File: src/rtl/core/htfd_pkg.sv
`timescale 1ns / 1ps
// ----------------------------------------------------------------------------
// htfd_pkg
// Shared constants, types and register map for the humidity and temperature
// frame decoder.
// ----------------------------------------------------------------------------
package htfd_pkg;

    // frame layout
    localparam int FRAME_DATA_BYTES = 6;
    localparam int IDX_W            = 3;
    localparam logic [IDX_W-1:0] IDX_FIRST     = 3'd0;
    localparam logic [IDX_W-1:0] IDX_LAST_DATA = 3'd5;
    localparam logic [IDX_W-1:0] IDX_CRC       = 3'd6;

    // crc-8, msb first, no final xor
    localparam logic [7:0] CRC_POLY = 8'h31;
    localparam logic [7:0] CRC_INIT = 8'hFF;

    // raw values and scaling
    localparam int RAW_W       = 20;
    localparam int HUM_W       = 14;
    localparam int TEMP_W      = 15;
    localparam int HUM_PROD_W  = 34;
    localparam int TEMP_PROD_W = 35;
    localparam logic [RAW_W-1:0]  RAW_FULL    = 20'hFFFFF;
    localparam logic [HUM_W-1:0]  HUM_SCALE   = 14'd10000;
    localparam logic [TEMP_W-1:0] TEMP_SCALE  = 15'd20000;
    localparam logic [TEMP_W-1:0] TEMP_OFFSET = 15'd5000;

    // queue depths
    localparam int MID_DEPTH_DEF = 2;
    localparam int OUT_DEPTH_DEF = 4;

    // register map
    localparam int APB_ADDR_W = 3;
    localparam int APB_DATA_W = 32;
    localparam logic REG_CRC_EN = 1'b0;
    localparam logic CRC_EN_RESET = 1'b1;

    // completed frame passed from front to back
    typedef struct packed {
        logic [7:0]       status;
        logic [RAW_W-1:0] hum_raw;
        logic [RAW_W-1:0] temp_raw;
        logic             ok;
    } t_frame;

    // finished result
    typedef struct packed {
        logic [7:0]               status;
        logic [RAW_W-1:0]         hum_raw;
        logic [RAW_W-1:0]         temp_raw;
        logic [HUM_W-1:0]         hum_centi;
        logic signed [TEMP_W-1:0] temp_centi;
        logic                     ok;
    } t_result;

endpackage

File: src/rtl/core/htfd_fifo.sv
`timescale 1ns / 1ps
// ----------------------------------------------------------------------------
// htfd_fifo
// Small register-based first-in first-out queue with full and empty flags.
// ----------------------------------------------------------------------------
module htfd_fifo #(
    parameter int DEPTH = 2,
    parameter int WIDTH = 8
) (
    input  logic             i_clk,
    input  logic             i_rst_n,
    input  logic             i_push,
    input  logic [WIDTH-1:0] i_wdata,
    input  logic             i_pop,
    output logic [WIDTH-1:0] o_rdata,
    output logic             o_full,
    output logic             o_empty
);

    localparam int PTR_W = (DEPTH > 1) ? $clog2(DEPTH) : 1;
    localparam int CNT_W = $clog2(DEPTH + 1);
    localparam logic [PTR_W-1:0] PTR_LAST = PTR_W'(DEPTH - 1);
    localparam logic [CNT_W-1:0] CNT_FULL = CNT_W'(DEPTH);

    logic [WIDTH-1:0] r_mem [DEPTH];
    logic [PTR_W-1:0] r_wr_ptr, n_wr_ptr;
    logic [PTR_W-1:0] r_rd_ptr, n_rd_ptr;
    logic [CNT_W-1:0] r_count, n_count;
    logic             do_push;
    logic             do_pop;

    assign o_full  = (r_count == CNT_FULL);
    assign o_empty = (r_count == '0);
    assign do_push = i_push && !o_full;
    assign do_pop  = i_pop && !o_empty;
    assign o_rdata = r_mem[r_rd_ptr];

    // pointer and count update
    always_comb begin
        n_wr_ptr = r_wr_ptr;
        n_rd_ptr = r_rd_ptr;
        n_count  = r_count;
        if (do_push) begin
            n_wr_ptr = (r_wr_ptr == PTR_LAST) ? '0 : r_wr_ptr + 1'b1;
        end
        if (do_pop) begin
            n_rd_ptr = (r_rd_ptr == PTR_LAST) ? '0 : r_rd_ptr + 1'b1;
        end
        if (do_push && !do_pop) begin
            n_count = r_count + 1'b1;
        end else if (do_pop && !do_push) begin
            n_count = r_count - 1'b1;
        end
    end

    always_ff @(posedge i_clk) begin
        if (!i_rst_n) begin
            r_wr_ptr <= '0;
            r_rd_ptr <= '0;
            r_count  <= '0;
        end else begin
            r_wr_ptr <= n_wr_ptr;
            r_rd_ptr <= n_rd_ptr;
            r_count  <= n_count;
        end
    end

    // storage
    always_ff @(posedge i_clk) begin
        if (do_push) begin
            r_mem[r_wr_ptr] <= i_wdata;
        end
    end

endmodule

File: src/rtl/core/htfd_front.sv
`timescale 1ns / 1ps
// ----------------------------------------------------------------------------
// htfd_front
// Byte intake: tracks frame position, stores frame bytes, runs the crc and
// emits one frame record per completed frame.
// ----------------------------------------------------------------------------
module htfd_front (
    input  logic              i_clk,
    input  logic              i_rst_n,
    input  logic              i_push,
    input  logic [7:0]        i_rx_byte,
    input  logic              i_frame_first,
    input  logic              i_crc_en,
    input  logic              i_q_full,
    output logic              o_full,
    output logic              o_q_push,
    output htfd_pkg::t_frame  o_q_frame
);

    logic [7:0]                 r_bytes [htfd_pkg::FRAME_DATA_BYTES];
    logic [htfd_pkg::IDX_W-1:0] r_idx, n_idx;
    logic [7:0]                 r_crc, n_crc;

    logic [htfd_pkg::IDX_W-1:0] base_idx;
    logic [htfd_pkg::IDX_W-1:0] idx;
    logic [7:0]                 base_crc;
    logic [7:0]                 crc_new;
    logic                       store;
    logic                       last;
    logic                       accept;
    logic [7:0]                 view [htfd_pkg::FRAME_DATA_BYTES];

    // bitwise crc-8 over one byte
    function automatic logic [7:0] crc_update(input logic [7:0] crc, input logic [7:0] b);
        logic [7:0] c;
        c = crc ^ b;
        for (int k = 0; k < 8; k++) begin
            c = c[7] ? ({c[6:0], 1'b0} ^ htfd_pkg::CRC_POLY) : {c[6:0], 1'b0};
        end
        return c;
    endfunction

    assign o_full = i_q_full;
    assign accept = i_push && !i_q_full;

    // frame position and crc for this byte
    always_comb begin
        base_idx = i_frame_first ? htfd_pkg::IDX_FIRST : r_idx;
        base_crc = i_frame_first ? htfd_pkg::CRC_INIT : r_crc;
        idx      = base_idx;
        if (!i_crc_en && (base_idx > htfd_pkg::IDX_LAST_DATA)) begin
            idx = htfd_pkg::IDX_LAST_DATA;
        end
        store   = (idx <= htfd_pkg::IDX_LAST_DATA);
        crc_new = crc_update(base_crc, i_rx_byte);
        last    = i_crc_en ? (idx >= htfd_pkg::IDX_CRC) : (idx == htfd_pkg::IDX_LAST_DATA);
    end

    // next position and crc
    always_comb begin
        n_idx = r_idx;
        n_crc = r_crc;
        if (accept) begin
            if (last) begin
                n_idx = htfd_pkg::IDX_FIRST;
                n_crc = htfd_pkg::CRC_INIT;
            end else begin
                n_idx = idx + 1'b1;
                n_crc = crc_new;
            end
        end
    end

    always_ff @(posedge i_clk) begin
        if (!i_rst_n) begin
            r_idx <= htfd_pkg::IDX_FIRST;
            r_crc <= htfd_pkg::CRC_INIT;
        end else begin
            r_idx <= n_idx;
            r_crc <= n_crc;
        end
    end

    // frame byte storage
    always_ff @(posedge i_clk) begin
        if (accept && store) begin
            r_bytes[idx] <= i_rx_byte;
        end
    end

    // frame bytes including the one arriving now
    always_comb begin
        for (int k = 0; k < htfd_pkg::FRAME_DATA_BYTES; k++) begin
            view[k] = (store && (idx == htfd_pkg::IDX_W'(k))) ? i_rx_byte : r_bytes[k];
        end
    end

    // frame record
    always_comb begin
        o_q_push           = accept && last;
        o_q_frame.status   = view[0];
        o_q_frame.hum_raw  = {view[1], view[2], view[3][7:4]};
        o_q_frame.temp_raw = {view[3][3:0], view[4], view[5]};
        o_q_frame.ok       = !i_crc_en || (base_crc == i_rx_byte);
    end

endmodule

File: src/rtl/core/htfd_back.sv
`timescale 1ns / 1ps
// ----------------------------------------------------------------------------
// htfd_back
// Scaling pipeline: multiplies the raw values, divides by the full-scale
// value 2^20-1 through a shift and one correction, and applies the crc mask.
// ----------------------------------------------------------------------------
module htfd_back (
    input  logic              i_clk,
    input  logic              i_rst_n,
    input  logic              i_q_empty,
    input  htfd_pkg::t_frame  i_q_frame,
    output logic              o_q_pop,
    input  logic              i_out_full,
    output logic              o_out_push,
    output htfd_pkg::t_result o_out_result
);

    logic                                 r_s1_valid;
    htfd_pkg::t_frame                     r_s1_frame;
    logic [htfd_pkg::HUM_PROD_W-1:0]      r_hum_prod;
    logic [htfd_pkg::TEMP_PROD_W-1:0]     r_temp_prod;

    logic [htfd_pkg::HUM_W-1:0]           hum_q0;
    logic [htfd_pkg::TEMP_W-1:0]          temp_q0;
    logic [htfd_pkg::RAW_W:0]             hum_sum;
    logic [htfd_pkg::RAW_W:0]             temp_sum;
    logic [htfd_pkg::HUM_W-1:0]           hum_centi;
    logic [htfd_pkg::TEMP_W-1:0]          temp_floor;
    logic                                 s1_move;

    // stage handshake
    assign o_out_push = r_s1_valid && !i_out_full;
    assign s1_move    = !r_s1_valid || !i_out_full;
    assign o_q_pop    = !i_q_empty && s1_move;

    always_ff @(posedge i_clk) begin
        if (!i_rst_n) begin
            r_s1_valid <= 1'b0;
        end else if (s1_move) begin
            r_s1_valid <= o_q_pop;
        end
    end

    // multiply stage
    always_ff @(posedge i_clk) begin
        if (o_q_pop) begin
            r_s1_frame  <= i_q_frame;
            r_hum_prod  <= htfd_pkg::HUM_PROD_W'(i_q_frame.hum_raw)
                         * htfd_pkg::HUM_PROD_W'(htfd_pkg::HUM_SCALE);
            r_temp_prod <= htfd_pkg::TEMP_PROD_W'(i_q_frame.temp_raw)
                         * htfd_pkg::TEMP_PROD_W'(htfd_pkg::TEMP_SCALE);
        end
    end

    // floor(x / (2^20-1)) = q0 + ((q0 + r) >= 2^20-1), q0 = x >> 20, r = x mod 2^20
    always_comb begin
        hum_q0     = r_hum_prod[htfd_pkg::HUM_PROD_W-1:htfd_pkg::RAW_W];
        temp_q0    = r_temp_prod[htfd_pkg::TEMP_PROD_W-1:htfd_pkg::RAW_W];
        hum_sum    = {1'b0, r_hum_prod[htfd_pkg::RAW_W-1:0]}
                   + (htfd_pkg::RAW_W+1)'(hum_q0);
        temp_sum   = {1'b0, r_temp_prod[htfd_pkg::RAW_W-1:0]}
                   + (htfd_pkg::RAW_W+1)'(temp_q0);
        hum_centi  = hum_q0
                   + htfd_pkg::HUM_W'(hum_sum >= {1'b0, htfd_pkg::RAW_FULL});
        temp_floor = temp_q0
                   + htfd_pkg::TEMP_W'(temp_sum >= {1'b0, htfd_pkg::RAW_FULL});
    end

    // result with crc mask
    always_comb begin
        o_out_result.status = r_s1_frame.status;
        o_out_result.ok     = r_s1_frame.ok;
        if (r_s1_frame.ok) begin
            o_out_result.hum_raw    = r_s1_frame.hum_raw;
            o_out_result.temp_raw   = r_s1_frame.temp_raw;
            o_out_result.hum_centi  = hum_centi;
            o_out_result.temp_centi = $signed(temp_floor - htfd_pkg::TEMP_OFFSET);
        end else begin
            o_out_result.hum_raw    = '0;
            o_out_result.temp_raw   = '0;
            o_out_result.hum_centi  = '0;
            o_out_result.temp_centi = '0;
        end
    end

endmodule

File: src/rtl/core/humidity_temp_frame_decoder.sv
`timescale 1ns / 1ps
// path: a result passes the frame queue, the multiply stage and the result queue
// throughput: one byte per cycle; intake stalls only when the frame queue between the
//   byte front end and the scaling pipeline is full, set by result backpressure
// reset: synchronous active-low; frame position to zero, crc to 0xff, queues emptied,
//   crc checking enabled
// ----------------------------------------------------------------------------
// humidity_temp_frame_decoder
// Decodes humidity and temperature sensor measurement frames with optional
// crc-8 check and scales the raw readings to hundredths.
// ----------------------------------------------------------------------------
module humidity_temp_frame_decoder #(
    parameter int MID_DEPTH = htfd_pkg::MID_DEPTH_DEF,
    parameter int OUT_DEPTH = htfd_pkg::OUT_DEPTH_DEF
) (
    input  logic                              i_clk,
    input  logic                              i_rst_n,
    // byte input
    input  logic                              push,
    output logic                              full,
    input  logic [7:0]                        i_rx_byte,
    input  logic                              i_frame_first,
    // result output
    output logic                              empty,
    input  logic                              pop,
    output logic [7:0]                        o_status_byte,
    output logic [htfd_pkg::RAW_W-1:0]        o_humidity_raw,
    output logic [htfd_pkg::RAW_W-1:0]        o_temperature_raw,
    output logic [htfd_pkg::HUM_W-1:0]        o_humidity_centi,
    output logic signed [htfd_pkg::TEMP_W-1:0] o_temperature_centi,
    output logic                              o_crc_ok,
    // configuration
    input  logic                              psel,
    input  logic                              penable,
    input  logic                              pwrite,
    input  logic [htfd_pkg::APB_ADDR_W-1:0]   paddr,
    input  logic [htfd_pkg::APB_DATA_W-1:0]   pwdata,
    output logic [htfd_pkg::APB_DATA_W-1:0]   prdata,
    output logic                              pready
);

    localparam int FRAME_W  = $bits(htfd_pkg::t_frame);
    localparam int RESULT_W = $bits(htfd_pkg::t_result);

    logic               r_crc_en;
    logic               reg_sel;
    logic               mid_push, mid_pop, mid_full, mid_empty;
    htfd_pkg::t_frame   mid_wframe, mid_rframe;
    logic [FRAME_W-1:0] mid_rdata;
    logic               out_push, out_full;
    htfd_pkg::t_result  out_wresult, out_rresult;
    logic [RESULT_W-1:0] out_rdata;

    // configuration register
    assign pready  = 1'b1;
    assign reg_sel = (paddr[2] == htfd_pkg::REG_CRC_EN);
    assign prdata  = reg_sel ? {{(htfd_pkg::APB_DATA_W-1){1'b0}}, r_crc_en} : '0;

    always_ff @(posedge i_clk) begin
        if (!i_rst_n) begin
            r_crc_en <= htfd_pkg::CRC_EN_RESET;
        end else if (psel && penable && pwrite && pready && reg_sel) begin
            r_crc_en <= pwdata[0];
        end
    end

    // byte intake
    htfd_front u_front (
        .i_clk         (i_clk),
        .i_rst_n       (i_rst_n),
        .i_push        (push),
        .i_rx_byte     (i_rx_byte),
        .i_frame_first (i_frame_first),
        .i_crc_en      (r_crc_en),
        .i_q_full      (mid_full),
        .o_full        (full),
        .o_q_push      (mid_push),
        .o_q_frame     (mid_wframe)
    );

    // frame queue between intake and scaling
    htfd_fifo #(
        .DEPTH (MID_DEPTH),
        .WIDTH (FRAME_W)
    ) u_mid_fifo (
        .i_clk   (i_clk),
        .i_rst_n (i_rst_n),
        .i_push  (mid_push),
        .i_wdata (mid_wframe),
        .i_pop   (mid_pop),
        .o_rdata (mid_rdata),
        .o_full  (mid_full),
        .o_empty (mid_empty)
    );

    assign mid_rframe = mid_rdata;

    // scaling pipeline
    htfd_back u_back (
        .i_clk        (i_clk),
        .i_rst_n      (i_rst_n),
        .i_q_empty    (mid_empty),
        .i_q_frame    (mid_rframe),
        .o_q_pop      (mid_pop),
        .i_out_full   (out_full),
        .o_out_push   (out_push),
        .o_out_result (out_wresult)
    );

    // result queue
    htfd_fifo #(
        .DEPTH (OUT_DEPTH),
        .WIDTH (RESULT_W)
    ) u_out_fifo (
        .i_clk   (i_clk),
        .i_rst_n (i_rst_n),
        .i_push  (out_push),
        .i_wdata (out_wresult),
        .i_pop   (pop),
        .o_rdata (out_rdata),
        .o_full  (out_full),
        .o_empty (empty)
    );

    // result fields
    assign out_rresult         = out_rdata;
    assign o_status_byte       = out_rresult.status;
    assign o_humidity_raw      = out_rresult.hum_raw;
    assign o_temperature_raw   = out_rresult.temp_raw;
    assign o_humidity_centi    = out_rresult.hum_centi;
    assign o_temperature_centi = out_rresult.temp_centi;
    assign o_crc_ok            = out_rresult.ok;

endmodule
File: config.mk
export PLATFORM = sky130hd
export DESIGN_NAME = humidity_temp_frame_decoder
export DESIGN_NICKNAME = d
export VERILOG_FILES = /design/src/rtl/core/htfd_pkg.sv /design/src/rtl/core/htfd_fifo.sv /design/src/rtl/core/htfd_front.sv /design/src/rtl/core/htfd_back.sv /design/src/rtl/core/humidity_temp_frame_decoder.sv
export SDC_FILE = /design/constraint.sdc
export NUM_CORES = 1
export LEC_CHECK = 0
export BUFFER_PORTS_ARGS = -buffer_cell sky130_fd_sc_hd__buf_2
export CAP_MARGIN = 20
export CORE_ASPECT_RATIO = 1.5
export CORE_MARGIN = 10
export CORE_UTILIZATION = 55
export CTS_BUF_LIST = sky130_fd_sc_hd__clkbuf_4 sky130_fd_sc_hd__clkbuf_8
export DETAILED_ROUTE_END_ITERATION = 6
export PLACE_DENSITY = 0.72
export RECOVER_POWER = 50
export SETUP_SLACK_MARGIN = 0.4
export SLEW_MARGIN = 20
export SYNTH_ARGS = -nofsm -noshare
export SYNTH_HDL_FRONTEND = slang
export SYNTH_HIERARCHICAL = 1
export SYNTH_SLANG_ARGS = --single-unit
File: constraint.sdc
create_clock -name i_clk -period 9.6 [get_ports i_clk]
set_input_delay 0.48 -clock i_clk [delete_from_list [all_inputs] [get_ports i_clk]]
set_output_delay 0.48 -clock i_clk [all_outputs]
set_load 0.01 [all_outputs]
==> out/qor.yml, run 1 <==
violations: "capacitance limit, slew limit"
syn2layout_area_growth_pct: 8.822
syn_area_per_cell_um2: 14.74
hold_viol_final: 0
r2r_slack_ns: 2.13
worstPathCellList: "clkbuf_1 > mux2_1 > inv_1 > fa_1 > inv_1 > ha_1 > inv_1 > fa_1 > inv_1 > ha_1 > inv_1 > fa_1 > inv_1 > ha_1 > and2_1 > nor3b_1 > o22ai_1 > a221oi_1 > a31oi_1 > a21oi_1 > xor2_1"
clk_pin_slew_ns: 0.06
track_usage: 0.1842
post-route-drc-count: 0
cts_setup_buffers: 0
die_area_um2: 65260
cts_sinks: 586
fp.dieW_um: 211.9
met3_usage: 0.02772
synth-edff-count: 559
gp_congestion: 0.8711
drtIter0Drc: 815
grt_pass1_wl_um: 94070
synthCells: 2062
hold_buffers: 0
grt_max_degree: 68
reg2reg_to: "u_back/r_temp_prod[34]$_DFFE_PP_"
grt_antenna_before_repair: 1
rows: 105
arrival_ns: 7.88
num_vias: 16494
clk_latency_ns: 0.66
ys_top_cells_by_count: "559 x edfxtp_1, 279 x inv_1, 196 x ha_1"
status: "finished with violations"
p_per_area_nw_per_um2: 157.5
leakage_nw: 12.71
finalCritPeriodShare: 0.7786
hold_class: "input port to flip-flop"
required_ns: 10.00
viasPerCell: 5.567
synth_cell_types: 75
dp_cells: 2810
fin_cells: 2963
period_needed_ns: 7.474
max_stage_delay_ns: 1.29
ff2ff_path_depth: 21
setup-tns-final_ns: 0
grt_busiest_layer: "met2"
synth_area_leaders: "edfxtp_1 55%, ha_1 8.1%, fa_1 6.4%"
crit_slowest_cell: "clkbuf_1"
vdd_drop_max_mv: 0.1299
io-pin-count: 164
cts.repair.resized: 0
rsz0062_at_grt: "false"
grt_use_met2: 0.3272
numCtsBuffers: 86
fmaxAchievable_ghz: 0.1338
drive_above_1_share: 0.1447
ant_nets: 0
yosys_warnings: 6
io_buffers: 98
first_pass_iters: 5
async_flop_share: 0
wl_per_cell_um: 19.88
root_buffer: "clkbuf_8"
grt_pass1_vias: 17564
synth_seq_cells: 586
drt-total-wl_um: 58910
maxCapViolCount: 8
yosys_most_used_dff: "edfxtp_1"
cts_buffer_depth: 3
seq_area_frac_synth: 0.5701
netlist.top_cell.by_area: "edfxtp_1"
core_um2: 54780
finClkSkew_ns: 0.02616
critical_path_class: "flip-flop to flip-flop"
netlist_area_um2: 30390
final_nets: 2547
grt_use_met1: 0.2203
dp_hpwl_um: 40010
grt-ovfl-total: 0
startpoint_type: "flip-flop"
start_util: 0.5548
drv_slew: 234
die_y_um: 307.9
yosysMostFrequentCell: "edfxtp_1"
cp_common_cell: "inv_1"
tightestPinTransition_ns: 3.691
crit_end: "u_back/r_temp_prod[34]$_DFFE_PP_"
max_slew_margin: -1.461
htreeDepth: 3
cts_tree: "done"
critPathMaxFanout: 28
synth_top_area_share: 0.5523
setup_viol: 0
endpoint_kind: "flip-flop"
-- cells in the final DEF (no fill, tap or decap), types with 11 or more instances in the layout --
cell type / n
edfxtp_1: 559
inv_1: 280
ha_1: 196
fa_1: 97
clkbuf_8: 89
mux2_1: 88
buf_2: 87
mux4_2: 78
xnor2_1: 65
nor2_1: 52
and2_0: 48
a21oi_1: 45
nand2_1: 36
o21ai_0: 33
and2_1: 33
conb_1: 32
xor2_1: 32
nor3_1: 32
a21o_1: 30
dfxtp_1: 25
clkbuf_4: 24
nor2b_1: 21
nand3_1: 21
clkinv_1: 18
clkbuf_1: 17
o21a_1: 16
a211oi_1: 12
and3_1: 12
o211ai_1: 12
nand4_1: 11
a31oi_1: 11
or3_1: 11
-- final cells by class --
type                    instances  area [µm²]
well taps                     695       869.6
flip-flops and latches        586       17330
clock inverters                39       341.6
multi-input cells            1137       11510
clock buffers                 113        1405
inverters                     280        1051
fillers                      4173       21710
repair buffers                112       559.3
diodes                          1       2.502
-- registers in the layout (all words and copies together), names as in the netlist, named ones only --
name / count
u_back/r_s1_valid: 1
u_mid_fifo/r_rd_ptr: 1
u_back/r_hum_prod: 26
u_mid_fifo/r_wr_ptr: 1
u_out_fifo/r_count: 3
u_out_fifo/r_wr_ptr: 2
u_out_fifo/r_rd_ptr: 2
u_mid_fifo/r_count: 2
u_back/r_s1_frame: 40
u_front/r_idx: 3
u_front/r_crc: 8
u_back/r_temp_prod: 26
u_out_fifo/r_mem: 312
u_front/r_bytes: 48
r_crc_en: 1
u_back/o_out_result: 9
u_mid_fifo/r_mem: 98
-- worst min-delay path by stage --
stage,startpoint,to,slack (ns),cells after the start
after floorplan,u_back/r_s1_valid$_SDFFE_PN0N_,u_back/r_s1_valid$_SDFFE_PN0N_,0.45,2
after CTS,pwdata[0],r_crc_en$_SDFFE_PN1P_,0.02,3
after detailed placement,u_front/r_crc[1]$_SDFFE_PN1P_,u_front/r_crc[1]$_SDFFE_PN1P_,0.48,2
final,pwdata[0],r_crc_en$_SDFFE_PN1P_,0.09,3
after global placement,u_front/r_crc[1]$_SDFFE_PN1P_,u_front/r_crc[1]$_SDFFE_PN1P_,0.47,2
after global routing,pwdata[0],r_crc_en$_SDFFE_PN1P_,0.08,3
-- layer usage --
| metal | vias up | wire length, µm |
|---|---|---|
| met5 | - | 0 |
| met4 | 0 | 1712 |
| met3 | 105 | 2565 |
| met2 | 373 | 30630 |
| met1 | 8311 | 24000 |
| li1 | 7705 | - |
-- worst max-delay path, delay by kind of cell, from the launching register on --
kind	cells	cell delay, ns
adders and majority gates	6	2.45
buffers and inverters	7	1.68
DFF	1	1.06
AOI/OAI and AO/OA	4	1.05
muxes	1	0.48
and+or+nand+nor	2	0.43
xor gates and xnor gates	1	0.09
-- cells by family after synthesis --
kind of cell	Yosys count	share of synthesized area
multiplexers	181	0.09571
buffers and inverters	369	0.05438
XOR/XNOR	99	0.02923
flip-flops	586	0.5701
other	2	0.0002471
AND/OR/NAND/NOR	310	0.05710
AO/OA/AOI/OAI	222	0.04870
adder cells (fa/ha/maj)	293	0.1446
-- through the flow --
| stage | area (µm²) | worst slack [ns] | total power [W] | hold WS [ns] | utilization |
|---|---|---|---|---|---|
| floorplan | 30510 | 2.388 | 0.003145 | 0.4523 | - |
| global placement | 31410 | 3.485 | 0.003242 | 0.4658 | 0.5733 |
| finish | 33080 | 2.126 | 0.005209 | 0.09297 | 0.6037 |
| CTS | 33150 | 3.419 | 0.005284 | 0.02099 | 0.6052 |
| detailed placement | 31410 | 3.426 | 0.003252 | 0.4776 | 0.5733 |
| global route | 33080 | 1.632 | 0.005408 | 0.08353 | 0.6037 |
-- report_power, final --
part | switching, W | internal [W] | total, W
sequential | 0.0000398 | 0.00278 | 0.00282
clock | 0.000908 | 0.00112 | 0.00203
combinational | 0.000188 | 0.000173 | 0.000361
total | 0.00113 | 0.00407 | 0.00521
(Power assumes the default switching activity.)
==> run 2, diff against run 1 <==
==> constraint.sdc (replaced) <==
create_clock -name i_clk -period 7.55 [get_ports i_clk]
set_input_delay 0.3775 -clock i_clk [delete_from_list [all_inputs] [get_ports i_clk]]
set_output_delay 0.3775 -clock i_clk [all_outputs]
set_load 0.01 [all_outputs]
==> out/qor.yml, run 2 (synthesis results as in run 1) <==
finalCritPeriodShare: 0.8580  # +0.07938
mostFrequentLayoutCells: "559 x edfxtp_1, 280 x inv_1, 196 x ha_1"
syn2layout_area_growth_pct: 9.172
rows: 105  # unchanged
top_register: "u_out_fifo/r_mem"
hold_class: "input port to flip-flop"
ff2ff_path_depth: 21  # unchanged
viasPerCell: 5.580  # +0.24%
vdd_drop_max_mv: 0.1578  # +21%
grt_pass1_vias: 17871  # +1.7%
drv_slew: 255  # +9.0%
htreeDepth: 3  # unchanged
finClkSkew_ns: 0.03549  # +0.009321 ns
period_needed_ns: 6.478  # -0.9968 ns
largest_reg_flops: 312  # unchanged
crit_slowest_cell: "dfxtp_1"
critical_path_class: "flip-flop to flip-flop"
drtIter0Drc: 734  # -9.9%
cp_common_cell: "inv_1"
setup-tns-final_ns: 0  # unchanged
first_pass_iters: 4  # -1
endpoint_kind: "flip-flop"
max_slew_margin: -1.285  # +0.1757
cts_tree: "done"
fp.dieW_um: 211.9  # unchanged
violations: "capacitance limit, slew limit"
clk_latency_ns: 0.67  # about the same
top_regs: "u_out_fifo/r_mem (312), u_mid_fifo/r_mem (98), u_front/r_bytes (48)"
io-pin-count: 164  # unchanged
layout_commonest_cell: "edfxtp_1"
startpoint_type: "flip-flop"
core_um2: 54780  # unchanged
worstPathCellList: "buf_4 > mux2_1 > inv_1 > fa_1 > inv_1 > ha_1 > inv_1 > fa_1 > inv_1 > ha_1 > inv_1 > fa_1 > inv_1 > ha_1 > and2_1 > nor3b_1 > o22ai_1 > a221oi_1 > a31oi_1 > a21oi_1 > xor2_1"
hold_viol_final: 0  # unchanged
numCtsBuffers: 85  # -1.2%
drive_above_1_share: 0.1492  # +0.004523
rsz0062_at_grt: "false"
reg2reg_to: "u_back/r_temp_prod[34]$_DFFE_PP_"
grt_max_degree: 59  # -13%
grt_antenna_before_repair: 1  # unchanged
setup_viol: 0  # unchanged
status: "finished with violations"
die_y_um: 307.9  # unchanged
wl_per_cell_um: 19.95  # +0.38%
arrival_ns: 6.90  # -0.98 ns
die_area_um2: 65260  # unchanged
track_usage: 0.1858  # +0.001671
dp_hpwl_um: 40360  # +0.87%
r2r_slack_ns: 1.07  # -1.05 ns
leakage_nw: 12.77  # +0.46%
final_nets: 2551  # +0.16%
tightestPinTransition_ns: 3.428  # -0.2636 ns
whs_ns: 0.1680  # +0.07502 ns
clk_pin_slew_ns: 0.06  # about the same
post-route-drc-count: 0  # unchanged
drt-total-wl_um: 59230  # +0.54%
cts_sinks: 586  # unchanged
critPathMaxFanout: 24  # -14%
p_per_area_nw_per_um2: 203.0  # +29%
grt_pass1_wl_um: 94670  # +0.65%
fill_cells: 4163  # -0.24%
root_buffer: "clkbuf_8"
crit_end: "u_back/r_temp_prod[34]$_DFFE_PP_"
required_ns: 7.98  # -2.02 ns
cts.repair.resized: 0  # unchanged
worst_slack_ns: 1.072  # -1.053 ns
io_buffers: 98  # unchanged
max_stage_delay_ns: 1.00  # -0.29 ns
grt-ovfl-total: 0  # unchanged
num_vias: 16562  # +0.41%
start_util: 0.5548  # unchanged
maxCapViolCount: 8  # unchanged
fmaxAchievable_ghz: 0.1544  # +15%
gp_congestion: 0.8884  # +2.0%
cts_buffer_depth: 3  # unchanged
ant_nets: 0  # unchanged
pre_cts_slack_ns: 1.515  # -1.912 ns
[run 2: cell types whose count changed in the layout (fill, tap and decap cells not counted), moves of 2 or more]
cell | before | now
buf_4 | 8 | 10
bufinv_16 | 6 | 8
clkbuf_4 | 24 | 31
clkbuf_8 | 89 | 87
clkinv_1 | 18 | 9
dlygate4sd3_1 | 0 | 2
[run 2: worst min path at each step]
stage	from	end	slack, ns	depth (start not counted)
final	i_rst_n	u_mid_fifo/r_wr_ptr$_SDFFE_PN0P_	0.17	2
after global routing	i_rst_n	u_mid_fifo/r_wr_ptr$_SDFFE_PN0P_	0.17	2
after CTS	i_rx_byte[0]	u_front/r_bytes[2][0]$_DFFE_PP_	0.07	1
after detailed placement	u_front/r_crc[1]$_SDFFE_PN1P_	u_front/r_crc[1]$_SDFFE_PN1P_	0.48	2
after global placement	u_front/r_crc[1]$_SDFFE_PN1P_	u_front/r_crc[1]$_SDFFE_PN1P_	0.47	2
after floorplan	u_front/r_crc[1]$_SDFFE_PN1P_	u_front/r_crc[1]$_SDFFE_PN1P_	0.45	2
[run 2: metrics by stage]
step / total power (W) / cells / instance area, µm² / utilization
2_1_floorplan: 0.003999 / 2092 / 30510 / -
3_3_place_gp: 0.004121 / 2813 / 31430 / 0.5737
3_5_place_dp: 0.004132 / 2813 / 31430 / 0.5737
4_1_cts: 0.006836 / 2967 / 33270 / 0.6073
5_1_grt: 0.007001 / 2968 / 33180 / 0.6057
6_report: 0.006734 / 2968 / 33180 / 0.6057
[run 2: critical path: cells and delay by family (launching register included)]
family	cells	cell delay [ns]
mux	1	0.36
fa+ha+maj	6	2.42
xor+xnor	1	0.08
compound gates	4	1.10
simple gates	2	0.42
buf+inv	7	0.85
flops	1	1.00
[run 2: layout make-up]
type,count,area (µm²),share of cell area
Multi-Input combinational cell,1137,11510,0.3468
Inverter,280,1051,0.03167
Clock buffer,118,1430,0.04310
Tap cell,695,869.6,0.02621
Sequential cell,586,17330,0.5224
Timing Repair Buffer,117,599.3,0.01806
Antenna cell,1,2.502,0.00007541
Clock inverter,34,387.9,0.01169
[run 2: timing repair]
| item | 4_1_cts | 5_1_grt |
|---|---|---|
| hold buffers | 2 | 0 |
| setup buffers | 0 | 0 |
| endpoints found under the hold margin | 1 | 0 |
[run 2: per-layer routing]
metal	vias to the layer above	part of all wire	track usage
met3	104	0.044	0.03016
li1	7731	-	-
met2	343	0.51	0.3264
met5	-	0	0
met1	8384	0.42	0.2230
met4	0	0.027	0.07510
[run 2: power breakdown]
part | switching (W) | total [W] | internal (W) | leakage [nW]
Clock | 0.00118 | 0.00269 | 0.00151 | 0.951
Combinational | 0.000232 | 0.000453 | 0.000221 | 6.53
Sequential | 0.0000519 | 0.00359 | 0.00354 | 5.29
